===== config.mk =====
export PLATFORM = sky130hd
export DESIGN_NAME = obu_header_deframer_core
export DESIGN_NICKNAME = d
export VERILOG_FILES = /design/src/rtl/obuhd_pkg.sv /design/src/rtl/obuhd_regs.sv /design/src/rtl/obu_header_deframer_core.sv
export SDC_FILE = /design/constraint.sdc
export NUM_CORES = 1
export LEC_CHECK = 0
export ABC_AREA = 1
export CORE_MARGIN = 5
export CORE_UTILIZATION = 45
export DETAILED_ROUTE_END_ITERATION = 16
export DONT_BUFFER_PORTS = 1
export PLACE_DENSITY = 0.6
export REMOVE_ABC_BUFFERS = 1
export SYNTH_ARGS = -nofsm -noshare
export SYNTH_HDL_FRONTEND = slang
export SYNTH_HIERARCHICAL = 1
export SYNTH_SLANG_ARGS = --single-unit

===== constraint.sdc =====
create_clock -name clk -period 9.97 [get_ports clk]
set_clock_uncertainty 0.05 [all_clocks]
set_input_delay 0 -clock clk [delete_from_list [all_inputs] [get_ports clk]]
set_output_delay 0 -clock clk [all_outputs]
set_load 0.1 [all_outputs]

===== src/rtl/obuhd_pkg.sv =====
// shared constants, codes and types of the unit header deframer
package obuhd_pkg;

    // longest leb128 field in bytes
    localparam int LEB_MAX_BYTES = 8;
    localparam int LEB_CNT_W     = 4;

    // parse phase codes, also the byte kind reported on the output
    localparam logic [2:0] PH_HDR     = 3'd0;
    localparam logic [2:0] PH_SIZE    = 3'd1;
    localparam logic [2:0] PH_TRIM    = 3'd2;
    localparam logic [2:0] PH_EXTSIZE = 3'd3;
    localparam logic [2:0] PH_EXTDATA = 3'd4;
    localparam logic [2:0] PH_PAYLOAD = 3'd5;

    // configuration register indexes (byte address = 4 * index)
    localparam int          APB_AW         = 5;
    localparam logic [2:0]  REG_PROFILE    = 3'd0;
    localparam logic [2:0]  REG_AUDIO_LO   = 3'd1;
    localparam logic [2:0]  REG_AUDIO_HI   = 3'd2;
    localparam logic [2:0]  REG_RSVD_LO    = 3'd3;
    localparam logic [2:0]  REG_RSVD_HI    = 3'd4;
    localparam logic [2:0]  REG_META       = 3'd5;
    localparam logic [2:0]  REG_MAX_SIZE   = 3'd6;

    // reset values
    localparam logic [2:0]  RST_PROFILE    = 3'd0;
    localparam logic [4:0]  RST_AUDIO_LO   = 5'd5;
    localparam logic [4:0]  RST_AUDIO_HI   = 5'd23;
    localparam logic [4:0]  RST_RSVD_LO    = 5'd25;
    localparam logic [4:0]  RST_RSVD_HI    = 5'd30;
    localparam logic [4:0]  RST_META       = 5'd24;
    localparam logic [31:0] RST_MAX_SIZE   = 32'd2097152;

    // highest profile at which metadata units count as reserved
    localparam logic [2:0]  META_RSVD_PROFILE = 3'd2;

    typedef struct packed {
        logic [2:0]  profile;
        logic [4:0]  audio_first_type;
        logic [4:0]  audio_last_type;
        logic [4:0]  reserved_first_type;
        logic [4:0]  reserved_last_type;
        logic [4:0]  metadata_type;
        logic [31:0] max_unit_size;
    } cfg_t;

endpackage


===== src/rtl/obuhd_regs.sv =====
// apb configuration registers of the unit header deframer
module obuhd_regs
(
    input  logic                       clk,
    input  logic                       rst_n,
    input  logic                       psel,
    input  logic                       penable,
    input  logic                       pwrite,
    input  logic [obuhd_pkg::APB_AW-1:0] paddr,
    input  logic [31:0]                pwdata,
    output logic [31:0]                prdata,
    output logic                       pready,
    output obuhd_pkg::cfg_t            cfg
);

    obuhd_pkg::cfg_t cfg_reg;
    logic            wr_en;
    logic [2:0]      reg_idx;

    assign wr_en   = psel && penable && pwrite;
    assign reg_idx = paddr[4:2];
    assign pready  = 1'b1;
    assign cfg     = cfg_reg;

    always_ff @(posedge clk or negedge rst_n)
    begin
        if (!rst_n)
        begin
            cfg_reg.profile             <= obuhd_pkg::RST_PROFILE;
            cfg_reg.audio_first_type    <= obuhd_pkg::RST_AUDIO_LO;
            cfg_reg.audio_last_type     <= obuhd_pkg::RST_AUDIO_HI;
            cfg_reg.reserved_first_type <= obuhd_pkg::RST_RSVD_LO;
            cfg_reg.reserved_last_type  <= obuhd_pkg::RST_RSVD_HI;
            cfg_reg.metadata_type       <= obuhd_pkg::RST_META;
            cfg_reg.max_unit_size       <= obuhd_pkg::RST_MAX_SIZE;
        end
        else if (wr_en)
        begin
            unique case (reg_idx)
                obuhd_pkg::REG_PROFILE:  cfg_reg.profile             <= pwdata[2:0];
                obuhd_pkg::REG_AUDIO_LO: cfg_reg.audio_first_type    <= pwdata[4:0];
                obuhd_pkg::REG_AUDIO_HI: cfg_reg.audio_last_type     <= pwdata[4:0];
                obuhd_pkg::REG_RSVD_LO:  cfg_reg.reserved_first_type <= pwdata[4:0];
                obuhd_pkg::REG_RSVD_HI:  cfg_reg.reserved_last_type  <= pwdata[4:0];
                obuhd_pkg::REG_META:     cfg_reg.metadata_type       <= pwdata[4:0];
                obuhd_pkg::REG_MAX_SIZE: cfg_reg.max_unit_size       <= pwdata;
                default:
                begin
                end
            endcase
        end
    end

    always_comb
    begin
        unique case (reg_idx)
            obuhd_pkg::REG_PROFILE:  prdata = {29'd0, cfg_reg.profile};
            obuhd_pkg::REG_AUDIO_LO: prdata = {27'd0, cfg_reg.audio_first_type};
            obuhd_pkg::REG_AUDIO_HI: prdata = {27'd0, cfg_reg.audio_last_type};
            obuhd_pkg::REG_RSVD_LO:  prdata = {27'd0, cfg_reg.reserved_first_type};
            obuhd_pkg::REG_RSVD_HI:  prdata = {27'd0, cfg_reg.reserved_last_type};
            obuhd_pkg::REG_META:     prdata = {27'd0, cfg_reg.metadata_type};
            obuhd_pkg::REG_MAX_SIZE: prdata = cfg_reg.max_unit_size;
            default:                 prdata = 32'd0;
        endcase
    end

endmodule


===== src/rtl/obu_header_deframer_core.sv =====
// unit header deframer: byte-wise header parse, leb128 decode and payload framing
// Takes one stream byte per cycle and returns one tagged result word per byte in the cycle
// after acceptance; a new byte is taken in every cycle that the result register is empty
// or being emptied, so the sustained rate is one byte per clock. The whole per-byte update
// (leb128 shift-or, unit and skip countdowns, header decode) sits between the parse state
// registers and the result register. Header fields and trim counts stay on the outputs
// until the next header byte; resync restarts parsing at the byte that carries it.
module obu_header_deframer_core
(
    input  logic                         clk,
    input  logic                         rst_n,
    input  logic                         psel,
    input  logic                         penable,
    input  logic                         pwrite,
    input  logic [obuhd_pkg::APB_AW-1:0] paddr,
    input  logic [31:0]                  pwdata,
    output logic [31:0]                  prdata,
    output logic                         pready,
    input  logic                         in_valid,
    output logic                         in_ready,
    input  logic [7:0]                   data_byte,
    input  logic                         resync,
    output logic                         out_valid,
    input  logic                         out_ready,
    output logic [7:0]                   byte_out,
    output logic [2:0]                   byte_kind,
    output logic [4:0]                   unit_type,
    output logic                         redundant_copy,
    output logic                         trimming_flag,
    output logic [31:0]                  trim_at_end,
    output logic [31:0]                  trim_at_start,
    output logic [31:0]                  unit_size,
    output logic                         header_done,
    output logic                         unit_end,
    output logic                         is_reserved,
    output logic                         size_error
);

    obuhd_pkg::cfg_t cfg;

    obuhd_regs u_regs
    (
        .clk     (clk),
        .rst_n   (rst_n),
        .psel    (psel),
        .penable (penable),
        .pwrite  (pwrite),
        .paddr   (paddr),
        .pwdata  (pwdata),
        .prdata  (prdata),
        .pready  (pready),
        .cfg     (cfg)
    );

    // parse state
    logic [2:0]                      phase_reg, phase_next;
    logic [31:0]                     leb_accum_reg, leb_accum_next;
    logic [obuhd_pkg::LEB_CNT_W-1:0] leb_bytes_reg, leb_bytes_next;
    logic [31:0]                     bytes_left_reg, bytes_left_next;
    logic [31:0]                     skip_left_reg, skip_left_next;
    logic [4:0]                      type_reg, type_next;
    logic [2:0]                      flag_reg, flag_next;
    logic [31:0]                     trim_end_reg, trim_end_next;
    logic [31:0]                     trim_start_reg, trim_start_next;
    logic [31:0]                     size_reg, size_next;
    logic                            trim_index_reg, trim_index_next;
    logic                            over_max_reg, over_max_next;
    logic                            overrun_reg, overrun_next;

    // result word
    logic        out_valid_reg, out_valid_next;
    logic [7:0]  byte_reg;
    logic [2:0]  kind_reg, kind_next;
    logic        hdone_reg, hdone_next;
    logic        uend_reg, uend_next;
    logic        rsvd_reg, rsvd_next;

    logic                            take;
    logic [2:0]                      ph;
    logic [4:0]                      shamt;
    logic [31:0]                     leb_add;
    logic [31:0]                     leb_val;
    logic [obuhd_pkg::LEB_CNT_W-1:0] leb_cnt_inc;
    logic                            leb_last;
    logic                            is_audio;

    assign in_ready = !out_valid_reg || out_ready;
    assign take     = in_valid && in_ready;
    assign ph       = resync ? obuhd_pkg::PH_HDR : phase_reg;

    // leb128 byte contribution, only the low 32 bits survive
    assign shamt       = {2'b00, leb_bytes_reg[2:0]} * 5'd7;
    assign leb_add     = (leb_bytes_reg <= obuhd_pkg::LEB_CNT_W'(4))
                         ? ({25'd0, data_byte[6:0]} << shamt) : 32'd0;
    assign leb_val     = leb_accum_reg | leb_add;
    assign leb_cnt_inc = leb_bytes_reg + obuhd_pkg::LEB_CNT_W'(1);
    assign leb_last    = !data_byte[7]
                         || (leb_cnt_inc >= obuhd_pkg::LEB_CNT_W'(obuhd_pkg::LEB_MAX_BYTES));

    assign is_audio = (type_reg >= cfg.audio_first_type) && (type_reg <= cfg.audio_last_type);

    always_comb
    begin
        phase_next      = ph;
        leb_accum_next  = leb_accum_reg;
        leb_bytes_next  = leb_bytes_reg;
        bytes_left_next = bytes_left_reg;
        skip_left_next  = skip_left_reg;
        type_next       = type_reg;
        flag_next       = flag_reg;
        trim_end_next   = trim_end_reg;
        trim_start_next = trim_start_reg;
        size_next       = size_reg;
        trim_index_next = trim_index_reg;
        over_max_next   = over_max_reg;
        overrun_next    = overrun_reg;
        kind_next       = ph;
        hdone_next      = 1'b0;
        uend_next       = 1'b0;

        // header fields consume unit bytes
        if (ph == obuhd_pkg::PH_TRIM || ph == obuhd_pkg::PH_EXTSIZE
            || ph == obuhd_pkg::PH_EXTDATA)
        begin
            if (bytes_left_reg == 32'd0)
                overrun_next = 1'b1;
            else
                bytes_left_next = bytes_left_reg - 32'd1;
        end

        // leb128 field accumulation
        if (ph == obuhd_pkg::PH_SIZE || ph == obuhd_pkg::PH_TRIM
            || ph == obuhd_pkg::PH_EXTSIZE)
        begin
            if (leb_last)
            begin
                leb_accum_next = 32'd0;
                leb_bytes_next = '0;
            end
            else
            begin
                leb_accum_next = leb_val;
                leb_bytes_next = leb_cnt_inc;
            end
        end

        unique case (ph)
            obuhd_pkg::PH_SIZE:
            begin
                if (leb_last)
                begin
                    size_next       = leb_val;
                    bytes_left_next = leb_val;
                    over_max_next   = leb_val > cfg.max_unit_size;
                    if (is_audio && flag_reg[1])
                    begin
                        phase_next      = obuhd_pkg::PH_TRIM;
                        trim_index_next = 1'b0;
                    end
                    else if (flag_reg[0])
                        phase_next = obuhd_pkg::PH_EXTSIZE;
                    else
                    begin
                        hdone_next = 1'b1;
                        uend_next  = (leb_val == 32'd0);
                        phase_next = (leb_val == 32'd0) ? obuhd_pkg::PH_HDR
                                                        : obuhd_pkg::PH_PAYLOAD;
                    end
                end
            end
            obuhd_pkg::PH_TRIM:
            begin
                if (leb_last)
                begin
                    if (!trim_index_reg)
                    begin
                        trim_end_next   = leb_val;
                        trim_index_next = 1'b1;
                    end
                    else
                    begin
                        trim_start_next = leb_val;
                        trim_index_next = 1'b0;
                        if (flag_reg[0])
                            phase_next = obuhd_pkg::PH_EXTSIZE;
                        else
                        begin
                            hdone_next = 1'b1;
                            uend_next  = (bytes_left_next == 32'd0);
                            phase_next = (bytes_left_next == 32'd0) ? obuhd_pkg::PH_HDR
                                                                    : obuhd_pkg::PH_PAYLOAD;
                        end
                    end
                end
            end
            obuhd_pkg::PH_EXTSIZE:
            begin
                if (leb_last)
                begin
                    skip_left_next = leb_val;
                    if (leb_val == 32'd0)
                    begin
                        hdone_next = 1'b1;
                        uend_next  = (bytes_left_next == 32'd0);
                        phase_next = (bytes_left_next == 32'd0) ? obuhd_pkg::PH_HDR
                                                                : obuhd_pkg::PH_PAYLOAD;
                    end
                    else
                        phase_next = obuhd_pkg::PH_EXTDATA;
                end
            end
            obuhd_pkg::PH_EXTDATA:
            begin
                if (skip_left_reg > 32'd1 - 32'd0 && skip_left_reg != 32'd1)
                    skip_left_next = skip_left_reg - 32'd1;
                else
                begin
                    // last skipped byte (or an empty skip count) closes the header
                    skip_left_next = 32'd0;
                    hdone_next     = 1'b1;
                    uend_next      = (bytes_left_next == 32'd0);
                    phase_next     = (bytes_left_next == 32'd0) ? obuhd_pkg::PH_HDR
                                                                : obuhd_pkg::PH_PAYLOAD;
                end
            end
            obuhd_pkg::PH_PAYLOAD:
            begin
                if (bytes_left_reg > 32'd1)
                    bytes_left_next = bytes_left_reg - 32'd1;
                else
                begin
                    bytes_left_next = 32'd0;
                    uend_next       = 1'b1;
                    phase_next      = obuhd_pkg::PH_HDR;
                end
            end
            default:
            begin
                // header byte, also any unused phase code
                kind_next       = obuhd_pkg::PH_HDR;
                type_next       = data_byte[7:3];
                flag_next       = data_byte[2:0];
                trim_end_next   = 32'd0;
                trim_start_next = 32'd0;
                size_next       = 32'd0;
                bytes_left_next = 32'd0;
                skip_left_next  = 32'd0;
                trim_index_next = 1'b0;
                leb_accum_next  = 32'd0;
                leb_bytes_next  = '0;
                over_max_next   = 1'b0;
                overrun_next    = 1'b0;
                phase_next      = obuhd_pkg::PH_SIZE;
            end
        endcase

        rsvd_next = ((type_next >= cfg.reserved_first_type)
                     && (type_next <= cfg.reserved_last_type))
                    || ((cfg.profile <= obuhd_pkg::META_RSVD_PROFILE)
                        && (type_next == cfg.metadata_type));
        if (over_max_next)
            rsvd_next = 1'b0;
    end

    assign out_valid_next = take || (out_valid_reg && !out_ready);

    always_ff @(posedge clk or negedge rst_n)
    begin
        if (!rst_n)
        begin
            phase_reg      <= obuhd_pkg::PH_HDR;
            leb_accum_reg  <= 32'd0;
            leb_bytes_reg  <= '0;
            bytes_left_reg <= 32'd0;
            skip_left_reg  <= 32'd0;
            type_reg       <= 5'd0;
            flag_reg       <= 3'd0;
            trim_end_reg   <= 32'd0;
            trim_start_reg <= 32'd0;
            size_reg       <= 32'd0;
            trim_index_reg <= 1'b0;
            over_max_reg   <= 1'b0;
            overrun_reg    <= 1'b0;
            out_valid_reg  <= 1'b0;
        end
        else
        begin
            out_valid_reg <= out_valid_next;
            if (take)
            begin
                phase_reg      <= phase_next;
                leb_accum_reg  <= leb_accum_next;
                leb_bytes_reg  <= leb_bytes_next;
                bytes_left_reg <= bytes_left_next;
                skip_left_reg  <= skip_left_next;
                type_reg       <= type_next;
                flag_reg       <= flag_next;
                trim_end_reg   <= trim_end_next;
                trim_start_reg <= trim_start_next;
                size_reg       <= size_next;
                trim_index_reg <= trim_index_next;
                over_max_reg   <= over_max_next;
                overrun_reg    <= overrun_next;
            end
        end
    end

    // result word payload
    always_ff @(posedge clk)
    begin
        if (take)
        begin
            byte_reg  <= data_byte;
            kind_reg  <= kind_next;
            hdone_reg <= hdone_next;
            uend_reg  <= uend_next;
            rsvd_reg  <= rsvd_next;
        end
    end

    // header fields held in the parse state only change when a new word is taken
    assign out_valid      = out_valid_reg;
    assign byte_out       = byte_reg;
    assign byte_kind      = kind_reg;
    assign unit_type      = type_reg;
    assign redundant_copy = flag_reg[2];
    assign trimming_flag  = flag_reg[1];
    assign trim_at_end    = trim_end_reg;
    assign trim_at_start  = trim_start_reg;
    assign unit_size      = size_reg;
    assign header_done    = hdone_reg;
    assign unit_end       = uend_reg;
    assign is_reserved    = rsvd_reg;
    assign size_error     = over_max_reg || overrun_reg;

endmodule


==> impl_results.rst, run 1 <==
.. list-table::
   :header-rows: 1

   * - Metric
     - Value
   * - DRC marker count from the first detailed-route iteration
     - 1609
   * - Total negative slack
     - 0 ps
   * - Critical path fanouts, max
     - 18
   * - Setup repair after global routing missed its margin
     - no
   * - Clock Latency Late Sink
     - 550 ps
   * - Reg clk slew, reported paths
     - 60 ps
   * - Hpwl dp
     - 40.16 mm
   * - Cells after Synth
     - 2325
   * - Flip-flop and latch count after synthesis
     - 285
   * - Outcome
     - finished clean
   * - Critical path buffers and inverters
     - 2
   * - Final-report max-slew violation count
     - 0
   * - FILL cells
     - 3724
   * - Count of input and output buffers
     - 0
   * - First-pass iteration count of the detailed router
     - 6
   * - Max Fclk
     - 184.0 MHz
   * - Number of global-route vias before repair
     - 15390
   * - Die span in x
     - 204.6 microns
   * - CTS sink cnt
     - 285
   * - Number of endpoints failing setup at the final stage
     - 0
   * - Flip-flop count of the largest register, all copies and words added
     - 60
   * - Worst setup SP type
     - flip-flop
   * - Layout cell share with drive strength beyond 1
     - 0.07239
   * - Crit path setup slack, layout
     - 4535 ps
   * - ANT cells
     - 0
   * - Reg2reg start
     - leb_bytes_reg[0]
   * - Critical path arrival
     - 5810 ps
   * - Avg Inst Size Synth
     - 7.332 sq um
   * - Area overhead of the layout relative to synthesis
     - 13.12%
   * - CTS tree
     - yes
   * - Total congestion overflow
     - 0
   * - Slowest stage cell on the critical path
     - fa_1
   * - Routed via count
     - 16090
   * - Largest net degree at the start of global routing
     - 272
   * - Maximum level of the CTS H-tree
     - 2
   * - Die ar.
     - 41870 sq um
   * - Final WL
     - 57.82 mm
   * - Data required time of the critical path
     - 10340 ps
   * - Cell accounting for the most synthesized area
     - dfrtp_1
   * - Gp weighted congestion
     - 0.9407
   * - Number of buffers on the longest clock path
     - 3
   * - Max-capacitance violation count
     - 0
   * - VDD IR-drop max
     - 208.8 uV
   * - Std-Cell Rows
     - 71
   * - Total of warnings raised by yosys
     - 6
   * - Slew at the pin closest to its max-slew limit
     - 1259 ps
   * - Worst setup path start
     - leb_bytes_reg[0]
   * - Final hold slack
     - 19.85 ps
   * - Sequential-to-total area share from yosys stat
     - 0.4237
   * - Footprint of the multi-input gates
     - 8359 sq um
   * - Die outline height
     - 204.6 microns
   * - Most used cells in the layout excluding fill and tap cells
     - nand2_1, o21ai_0, inv_1
   * - Post-cts resize count
     - 0
   * - Most common cell after layout, fill and taps aside
     - nand2_1
   * - Area share of the largest cell type after synthesis
     - 0.3743
   * - Most common cell on crit path
     - nand2_1
   * - Global-route usage over all layers
     - 0.2724
   * - Classification of the worst-slack hold path
     - in -> async
   * - Category of the critical setup timing path
     - reg -> reg
   * - Cell area after technology mapping
     - 17050 sq um
   * - Final Hold Fails
     - 0
   * - Global-route wire length before repair
     - 88.83 mm
   * - Cell area reported after detailed placement
     - 17440 sq um
   * - Antenna violations before repair
     - 0
   * - Register area
     - 7222 sq um
   * - I/O Pins
     - 206
   * - Leading cell types by total area after synthesis
     - dfrtp_1, nand2_1, o21ai_0, inv_1, nor2_1
   * - Leakage power
     - 9.459 nW
   * - Pwr Total
     - 6.535 mW
   * - Nets@finish
     - 2467
   * - Core ar.
     - 37490 sq um
   * - Minimum setup slack after placement
     - 4672 ps
   * - Total clock buffers created by CTS
     - 34
   * - Family with the most delay on the worst path
     - adder cells
   * - Unique cell type count in the Yosys netlist
     - 50
   * - Avg Vias per Cell
     - 5.574
   * - Peak per-stage delay on the critical path
     - 810 ps
   * - Crit-path cells
     - fa_1, ha_1, fa_1, clkinv_1, nand3_1, nand3_1, nand2_1, ha_1, a21oi_1, nor2_1, a211oi_1, o221ai_1, nor2_1, nand2_1, a21boi_0, nand2_1, inv_1
   * - Total setup buffers inserted after CTS
     - 0
   * - Pwr per Cell Area
     - 338.9 nW/um^2
   * - Tcrit/Tclk final
     - 0.5451
   * - Antenna violation net count after detailed routing
     - 0
   * - Per-cell routed wire length
     - 20.03 microns
   * - Non-Filler Cell Area, Final
     - 19280 sq um
   * - Clock tree root driver cell
     - clkbuf_16
   * - EDFF count, synth
     - 14
   * - Initial standard-cell utilization of the core
     - 0.4547
   * - Most used flip-flop cell after synthesis
     - dfrtp_1
   * - Worst slew margin
     - 0.1604
   * - Number of remaining DRC errors
     - 0
   * - Kind of end point of the critical path
     - flip-flop
   * - Share of flip-flops with an asynchronous set or reset after synthesis
     - 0.9509
   * - Min Tclk post-route
     - 5435 ps
-- routing by layer --
metal,part of all wire,vias up,wire length [microns],track usage
met1,0.43,7773,25020,0.3731
met2,0.46,568,26420,0.4375
met3,0.080,102,4612,0.06079
met5,0,-,0,0
met4,0.031,0,1765,0.07657
li1,-,7649,-,-
-- worst paths after layout --
path,end,slack [ps],depth (start not counted)
max,is_reserved,4540,17
min,trim_at_start[1],20,2
max reg2reg,is_reserved,4540,17
min reg2reg,leb_accum_reg[18],440,2
max in group asynchronous,bytes_left_reg[18],8700,3
min in group clk,u_regs/cfg[52],50,3
-- synthesized netlist by cell type (3+ instances only) --
cell	count
or2_2	3
nand2_1	640
o21ai_0	290
o221ai_1	23
a21oi_1	66
nor3_2	5
o21bai_1	5
nor2_4	10
a22oi_1	9
ha_1	62
o22ai_1	37
clkbuf_1	56
nor4_1	7
buf_4	5
buf_1	9
nand2_2	12
inv_2	8
edfxtp_1	14
dfstp_2	16
nand4_1	43
buf_2	17
a211oi_1	11
inv_1	285
buf_6	5
nor3_1	17
nand3_1	107
clkinv_1	4
nor2_1	216
nor2_2	15
xnor2_1	7
dfrtp_1	255
xor2_1	28
a221oi_1	3
o21ai_1	14
-- through the flow --
stage,util,std cells
2_1_floorplan,-,2233
3_3_place_gp,0.4652,2757
3_5_place_dp,0.4652,2757
4_1_cts,0.5136,2886
5_1_grt,0.5144,2887
6_report,0.5144,2887
-- worst register-to-register path: stages (launching register included) --
cell and delay [ps]:
dfrtp_1 620, fa_1 480, ha_1 210, fa_1 810, clkinv_1 600, nand3_1 310
nand3_1 120, nand2_1 330, ha_1 320, a21oi_1 130, nor2_1 60, a211oi_1 230
o221ai_1 210, nor2_1 140, nand2_1 80, a21boi_0 440, nand2_1 100, inv_1 70
-- final cells by class --
class	instances	area share
Sequential cell	285	0.3745
Clock inverter	14	0.007462
Multi-Input combinational cell	1650	0.4335
Timing Repair Buffer	81	0.04218
Inverter	298	0.05814
Tap cell	511	0.03316
Clock buffer	48	0.05100
-- cell families (layout without fill, tap and decap cells) --
| kind of cell | count (synthesis) | after routing | share of synthesized area |
|---|---|---|---|
| adders and majority gates | 64 | 64 | 0.04786 |
| AOI/OAI and AO/OA | 471 | 471 | 0.1527 |
| and+or+nand+nor | 1079 | 1079 | 0.2670 |
| xor gates and xnor gates | 35 | 35 | 0.01798 |
| buffers and inverters | 390 | 441 | 0.09058 |
| DFF | 285 | 285 | 0.4237 |
| other | 1 | 1 | 0.0002200 |
-- what timing repair did --
item	in CTS	in global routing
endpoints found under the hold margin	374	0
endpoints found under the setup margin	0	0
hold buffers	67	0
-- power by group --
group / leakage [nW] / total, mW / internal [mW] / switching, mW
Combinational: 5.19 / 3.41 / 0.949 / 2.46
Clock: 0.551 / 1.26 / 0.745 / 0.514
Sequential: 3.72 / 1.87 / 1.36 / 0.505
Total: 9.46 / 6.53 / 3.06 / 3.48
Power figures use the tool's default switching activity.
==> inputs of run 2 (changes only) <==
Settings changed: ABC_AREA 1 to 0, PLACE_DENSITY 0.6 to 0.62.
Clock period 9.97 ns to 4.41 ns, I/O delays scaled along.
==> impl_results.rst, run 2 <==
.. list-table::
   :header-rows: 1

   * - Metric
     - Value
   * - Antenna violation net count after detailed routing
     - 0 (unchanged)
   * - Most common cell on crit path
     - buf_4
   * - Count of input and output buffers
     - 0 (unchanged)
   * - Sequential-to-total area share from yosys stat
     - 0.4372 (+0.01351)
   * - I/O Pins
     - 206 (unchanged)
   * - Most used cells in the layout excluding fill and tap cells
     - nand2_1, dfrtp_1, buf_4
   * - Critical path arrival
     - 4740 ps (-1070 ps)
   * - Cell area after technology mapping
     - 16520 sq um (-3.1%)
   * - Per-cell routed wire length
     - 24.03 microns (+20%)
   * - Kind of end point of the critical path
     - flip-flop
   * - Number of remaining DRC errors
     - 0 (unchanged)
   * - Antenna violations before repair
     - 1 (+1)
   * - Final hold slack
     - -871.0 ps (-890.8 ps)
   * - Die span in x
     - 201.6 microns (-1.5%)
   * - Leakage power
     - 9.162 nW (-3.1%)
   * - Flip-flop and latch count after synthesis
     - 285 (unchanged)
   * - Critical path buffers and inverters
     - 5 (+3)
   * - Pwr Total
     - 10.65 mW (+63%)
   * - Global-route wire length before repair
     - 90.68 mm (+2.1%)
   * - Cts-stage hold buffer count
     - 57 (-15%)
   * - DRC marker count from the first detailed-route iteration
     - 1491 (-7.3%)
   * - Clock Latency Late Sink
     - 520 ps (-30 ps)
   * - CTS tree
     - yes
   * - Most common cell after layout, fill and taps aside
     - nand2_1
   * - Worst slew margin
     - 0.1934 (+0.03303)
   * - Instance count after placement with tap cells included
     - 2325 (-16%)
   * - Peak per-stage delay on the critical path
     - 540 ps (-270 ps)
   * - Reg clk slew, reported paths
     - 60 ps (about the same)
   * - Critical path fanouts, max
     - 7 (-11)
   * - Category of the critical setup timing path
     - reg -> reg
   * - Worst setup SP type
     - flip-flop
   * - Routed via count
     - 15270 (-5.1%)
   * - Gp weighted congestion
     - 0.9892 (+5.2%)
   * - Violations in the final reports
     - hold timing, setup timing
   * - Total clock buffers created by CTS
     - 34 (unchanged)
   * - Most numerous cell types in the synthesized netlist
     - nand2_1, dfrtp_1, o21ai_0
   * - Slowest stage cell on the critical path
     - fa_2
   * - Area share of the largest cell type after synthesis
     - 0.3863 (+0.01194)
   * - Initial standard-cell utilization of the core
     - 0.4534 (-0.001310)
   * - Nets@finish
     - 2100 (-15%)
   * - Non-filler instance count after layout
     - 2475 (-14%)
   * - Flip-flop count of the largest register, all copies and words added
     - 60 (unchanged)
   * - Area overhead of the layout relative to synthesis
     - 23.31%
   * - CTS sink cnt
     - 285 (unchanged)
   * - Avg Vias per Cell
     - 6.171 (+11%)
   * - Final-report max-slew violation count
     - 0 (unchanged)
   * - ANT cells
     - 0 (unchanged)
   * - Minimum setup slack after placement
     - -432.8 ps (-5105 ps)
   * - Std-Cell Rows
     - 70 (-1.4%)
   * - Max-capacitance violation count
     - 0 (unchanged)
   * - VDD IR-drop max
     - 340.0 uV (+63%)
   * - Core ar.
     - 36430 sq um (-2.8%)
   * - Most used flip-flop cell after synthesis
     - dfrtp_1
   * - Total congestion overflow
     - 0 (unchanged)
   * - Hpwl dp
     - 41.50 mm (+3.3%)
   * - Final WL
     - 59.48 mm (+2.9%)
   * - Crit-path cells
     - fa_1, ha_4, fa_2, buf_6, and3b_1, a222oi_1, buf_4, nor2_4, nor2_4, inv_2, ha_4, nand4_1, nor2_2, nand2_2, nor3_2, buf_4, a21oi_2, buf_4, a311oi_2
   * - Clock tree root driver cell
     - clkbuf_16
   * - Number of global-route vias before repair
     - 14770 (-4.0%)
   * - Die ar.
     - 40640 sq um (-2.9%)
   * - Leading cell types by total area after synthesis
     - dfrtp_1, nand2_1, ha_1, mux2_2, o21ai_0
   * - Total of warnings raised by yosys
     - 6 (unchanged)
   * - Die outline height
     - 201.6 microns (-1.5%)
   * - Max Fclk
     - 225.2 MHz (+22%)
   * - Classification of the worst-slack hold path
     - in -> async
   * - Slew at the pin closest to its max-slew limit
     - 1210 ps (-49.55 ps)
   * - Number of buffers on the longest clock path
     - 3 (unchanged)
   * - Family with the most delay on the worst path
     - adder cells
   * - Layout cell share with drive strength beyond 1
     - 0.2192 (+0.1468)
   * - Tcrit/Tclk final
     - 1.007 (+0.4617)
   * - Outcome
     - finished, violations left
   * - EDFF count, synth
     - 14 (unchanged)
   * - Setup repair after global routing missed its margin
     - yes
   * - Number of endpoints failing setup at the final stage
     - 1 (+1)
   * - Largest net degree at the start of global routing
     - 272 (unchanged)
   * - Crit path setup slack, layout
     - -29.84 ps (-4565 ps)
   * - Min Tclk post-route
     - 4440 ps (-994.7 ps)
   * - First-pass iteration count of the detailed router
     - 5 (-1)
   * - Pwr per Cell Area
     - 523.0 nW/um^2 (+54%)
   * - Share of flip-flops with an asynchronous set or reset after synthesis
     - 0.9509 (unchanged)
   * - Final Hold Fails
     - 271 (+271)
   * - Global-route usage over all layers
     - 0.2832 (+0.01080)
   * - Cell accounting for the most synthesized area
     - dfrtp_1
   * - Avg Inst Size Synth
     - 9.107 sq um (+24%)
   * - Total negative slack
     - -29.84 ps (-29.84 ps)
   * - Cells after Synth
     - 1814 (-22%)
   * - Most numerous cell in the Yosys netlist
     - nand2_1
   * - Maximum level of the CTS H-tree
     - 2 (unchanged)
   * - Unique cell type count in the Yosys netlist
     - 95 (+90%)
   * - Data required time of the critical path
     - 4710 ps (-5630 ps)
==> run 2: cell types whose count changed after synthesis, sizes merged, moves of 36 or more <==
cell	before	now
mux2	0	71
clkbuf	56	96
and2	1	38
a21oi	66	102
nor2	242	94
a22o	2	39
o21ai	305	143
o31ai	0	58
nand3	109	24
nand2	652	270
inv	294	102
==> run 2: path summary, 6_finish.rpt <==
| kind | from | to | slack [ps] | cells past startpoint |
|---|---|---|---|---|
| max in group asynchronous | rst_n | bytes_left_reg[16] | 4820 | 0 |
| min reg2reg | skip_left_reg[19] | skip_left_reg[19] | 460 | 1 |
| min in group clk | psel | u_regs/cfg[0] | 20 | 3 |
| max | leb_bytes_reg[1] | is_reserved | -30 | 19 |
| max reg2reg | leb_bytes_reg[1] | is_reserved | -30 | 19 |
| min | rst_n | trim_at_end[16] | -870 | 0 |
==> run 2: stage by stage <==
step / area (sq um) / utilization
3_3_place_gp: 17880 / 0.4908
5_1_grt: 20370 / 0.5591
6_report: 20370 / 0.5591
3_5_place_dp: 17880 / 0.4908
4_1_cts: 20020 / 0.5494
2_1_floorplan: 16070 / -
==> run 2: where the power goes <==
| part | leakage, nW | internal [mW] | switching, mW | total (mW) |
|---|---|---|---|---|
| sequential | 3.77 | 2.92 | 0.720 | 3.64 |
| clock | 0.553 | 1.71 | 1.15 | 2.86 |
| combinational | 4.84 | 1.54 | 2.61 | 4.15 |
| total | 9.16 | 6.17 | 4.48 | 10.7 |
==> run 2: final cells by class <==
type	instances	area, sq um
well taps	468	585.6
flip-flops and latches	285	7222
inverters	103	386.6
multi-input cells	1317	9046
clock inverters	12	122.6
repair buffers	242	2002
fillers	3257	16060
clock buffers	48	1006
==> run 2: cell families after synthesis <==
family                     after synthesis  share of synthesized area
adders and majority gates               64                    0.04938
AOI/OAI and AO/OA                      512                     0.2020
DFF                                    285                     0.4372
buffers and inverters                  212                    0.05037
other                                    1                  0.0002270
and+or+nand+nor                        635                     0.1906
muxes                                   89                    0.06173
xor gates and xnor gates                16                   0.008483
==> run 2: metal layers <==
layer / GRT usage / vias up / wire length [microns]
li1: - / 6907 / -
met1: 0.3819 / 7537 / 24440
met2: 0.4472 / 698 / 27120
met3: 0.07478 / 130 / 5624
met4: 0.09180 / 2 / 2283
met5: 0 / - / 13
==> run 2: worst reg2reg max path: cells and delay by family, from the launching register on <==
family | cells | cell delay, ps
adder cells (fa/ha/maj) | 4 | 1500
AND/OR/NAND/NOR | 7 | 910
buffers and inverters | 5 | 730
AO/OA/AOI/OAI | 3 | 680
flip-flops | 1 | 400
==> run 2: what timing repair did <==
action | in CTS | in global routing
resized for setup | 60 | 50
hold endpoints to repair | 369 | 271
pin swaps | 48 | 29
setup buffers | 24 | 12
setup endpoints to repair | 6 | 8
==> inputs of run 3 (changes only) <==
Settings changed: CORE_ASPECT_RATIO set to 1.4.
==> impl_results.rst, run 3 (same netlist as run 2, synthesis figures left out) <==
.. list-table::
   :header-rows: 1

   * - Metric
     - Value
   * - Crit path setup slack, layout
     - -101.3 ps (-71.50 ps)
   * - Number of buffers on the longest clock path
     - 3 (unchanged)
   * - Layout cell share with drive strength beyond 1
     - 0.1999 (-0.01933)
   * - Core ar.
     - 36450 sq um (about the same)
   * - Comb pwr share
     - 0.394 (+0.004)
   * - CTS sink cnt
     - 285 (unchanged)
   * - Total clock buffers created by CTS
     - 31 (-8.8%)
   * - Non-Filler Cell Area, Final
     - 20130 sq um (-1.2%)
   * - Most common cell after layout, fill and taps aside
     - nand2_1
   * - Setup repair after global routing missed its margin
     - yes
   * - VDD IR-drop max
     - 404.3 uV (+19%)
   * - CTS tree
     - yes
   * - Number of remaining DRC errors
     - 0 (unchanged)
   * - Largest net degree at the start of global routing
     - 272 (unchanged)
   * - Net switching share of the total power
     - 0.4314 (+0.01077)
   * - Data required time of the critical path
     - 4790 ps (+80 ps)
   * - Min Tclk post-route
     - 4511 ps (+71.50 ps)
   * - Gp weighted congestion
     - 1.013 (+2.4%)
   * - DRC marker count from the first detailed-route iteration
     - 1531 (+2.7%)
   * - Global-route wire length before repair
     - 94.72 mm (+4.5%)
   * - Maximum level of the CTS H-tree
     - 1 (-1)
   * - Cell area reported after detailed placement
     - 17960 sq um (+0.43%)
   * - Sequential fraction of design power
     - 0.341 (about the same)
   * - Number of global-route vias before repair
     - 15330 (+3.8%)
   * - Initial standard-cell utilization of the core
     - 0.4532 (about the same)
   * - FILL cells
     - 3272 (+0.46%)
   * - Outcome
     - finished, violations left
   * - Die outline height
     - 236.7 microns (+17%)
   * - Die ar.
     - 40700 sq um (+0.13%)
   * - Pwr per Cell Area
     - 530.4 nW/um^2 (+1.4%)
   * - Die span in x
     - 171.9 microns (-15%)
   * - Total congestion overflow
     - 0 (unchanged)
   * - Antenna violation net count after detailed routing
     - 0 (unchanged)
   * - Non-filler instance count after layout
     - 2474 (-0.040%)
   * - Classification of the worst-slack hold path
     - in -> async
   * - Final WL
     - 62.99 mm (+5.9%)
   * - Per-cell routed wire length
     - 25.46 microns (+5.9%)
   * - Final-report max-slew violation count
     - 0 (unchanged)
   * - Number of endpoints failing setup at the final stage
     - 2 (+1)
   * - Most used cells in the layout excluding fill and tap cells
     - nand2_1, dfrtp_1, buf_4
   * - Minimum setup slack after placement
     - -324.4 ps (+108.4 ps)
   * - Antenna violations before repair
     - 1 (unchanged)
   * - Area overhead of the layout relative to synthesis
     - 21.84%
   * - Worst slew margin
     - 0.1383 (-0.05511)
   * - Max-capacitance violation count
     - 0 (unchanged)
   * - I/O Pins
     - 206 (unchanged)
   * - Reg clk slew, reported paths
     - 70 ps (about the same)
   * - Tcrit/Tclk final
     - 1.023 (+0.01621)
   * - Routed via count
     - 15340 (+0.41%)
   * - Final Hold Fails
     - 271 (unchanged)
   * - Worst setup SP type
     - flip-flop
   * - Share of power burned in the clock network
     - 0.265 (-0.004)
   * - Category of the critical setup timing path
     - reg -> reg
   * - Critical path arrival
     - 4890 ps (+150 ps)
   * - Std-Cell Rows
     - 83 (+19%)
   * - Internal cell power
     - 6.070 mW (-1.7%)
   * - Clock Latency Late Sink
     - 600 ps (+80 ps)
   * - Pwr Total
     - 10.68 mW (+0.21%)
   * - Slew at the pin closest to its max-slew limit
     - 1293 ps (+82.67 ps)
   * - Instance count after placement with tap cells included
     - 2331 (+0.26%)
   * - Cts-stage hold buffer count
     - 65 (+14%)
   * - Global-route usage over all layers
     - 0.3038 (+0.02066)
   * - Kind of end point of the critical path
     - flip-flop
   * - Avg Vias per Cell
     - 6.199 (+0.45%)
   * - Violations in the final reports
     - hold timing, setup timing
   * - First-pass iteration count of the detailed router
     - 6 (+1)
   * - Final hold slack
     - -955.1 ps (-84.10 ps)
   * - Clock tree root driver cell
     - clkbuf_16
   * - Nets@finish
     - 2098 (-0.095%)
   * - Flip-flop count of the largest register, all copies and words added
     - 60 (unchanged)
   * - Max Fclk
     - 221.7 MHz (-1.6%)
   * - Total negative slack
     - -105.9 ps (-76.01 ps)
   * - Count of input and output buffers
     - 0 (unchanged)
   * - Switching Power
     - 4.606 mW (+2.8%)
   * - Critical path fanouts, max
     - 4 (-3)
   * - Hpwl dp
     - 45.38 mm (+9.3%)
   * - Leakage power
     - 9.133 nW (-0.32%)
run 3: cell count changes in the layout (fill, tap and decap cells not counted), moves of 7 or more:
cell / change
a21oi_2: -12
a21oi_1: +11
dlygate4sd3_1: +8
buf_4: -7
ha_4: -7
run 3: path summary, 6_finish.rpt:
check | from | to | slack [ps] | cells after the start
worst max-delay path | leb_bytes_reg[2] | is_reserved | -100 | 17
worst min-delay path | rst_n | leb_accum_reg[17] | -960 | 0
worst max register to register | leb_bytes_reg[2] | is_reserved | -100 | 17
worst min register to register | skip_left_reg[18] | skip_left_reg[18] | 450 | 1
max in group asynchronous | rst_n | bytes_left_reg[10] | 4650 | 0
min in group clk | pwdata[19] | u_regs/cfg[19] | 50 | 2
run 3: critical path: stages, from the launching register on:
cell,delay (ps)
dfrtp_1,400
fa_1,540
ha_2,180
fa_2,490
or2_4,310
nor4_4,160
a21oi_1,130
inv_1,130
ha_1,250
nor2b_1,140
o21a_1,170
o21a_1,180
o21a_1,160
o21a_1,150
o21ai_0,260
a21oi_2,120
or2_2,300
a311oi_2,210
run 3: per-layer routing:
layer,vias to the layer above,part of all wire,global-route usage
met3,219,0.057,0.04459
met5,-,0,0
li1,6908,-,-
met4,0,0.073,0.1742
met2,676,0.51,0.5333
met1,7533,0.36,0.3474
run 3: power groups by stage:
stage | Combinational (mW) | Clock [mW] | Sequential [mW]
2_1_floorplan | 2.24 | 0 | 3.72
3_3_place_gp | 3.84 | 0 | 3.67
6_report | 4.21 | 2.83 | 3.64
5_1_grt | 4.52 | 2.97 | 3.67
4_1_cts | 4.06 | 2.87 | 3.63
3_5_place_dp | 3.87 | 0 | 3.68
run 3: what timing repair did:
item,4_1_cts,5_1_grt
endpoints found under the setup margin,6,6
setup buffers,11,7
cloned,1,0
hold endpoints to repair,365,271
pin swaps,17,27
gates resized for setup,36,24
run 3: stage by stage:
stage	hold WS (ps)	utilization
6_report	-955.1	0.5522
5_1_grt	-966.4	0.5522
4_1_cts	-973.6	0.5480
3_5_place_dp	-335.8	0.4926
3_3_place_gp	-336.0	0.4926
2_1_floorplan	-345.6	-
run 3: layout make-up:
| cell class | instances | area [sq um] | area share |
|---|---|---|---|
| Antenna cell | 1 | 2.502 | 0.0001243 |
| Clock buffer | 36 | 814.5 | 0.04047 |
| Clock inverter | 22 | 280.3 | 0.01392 |
| Inverter | 103 | 386.6 | 0.01921 |
| Multi-Input combinational cell | 1317 | 8791 | 0.4367 |
| Sequential cell | 285 | 7222 | 0.3588 |
| Tap cell | 467 | 584.3 | 0.02903 |
| Timing Repair Buffer | 243 | 2047 | 0.1017 |
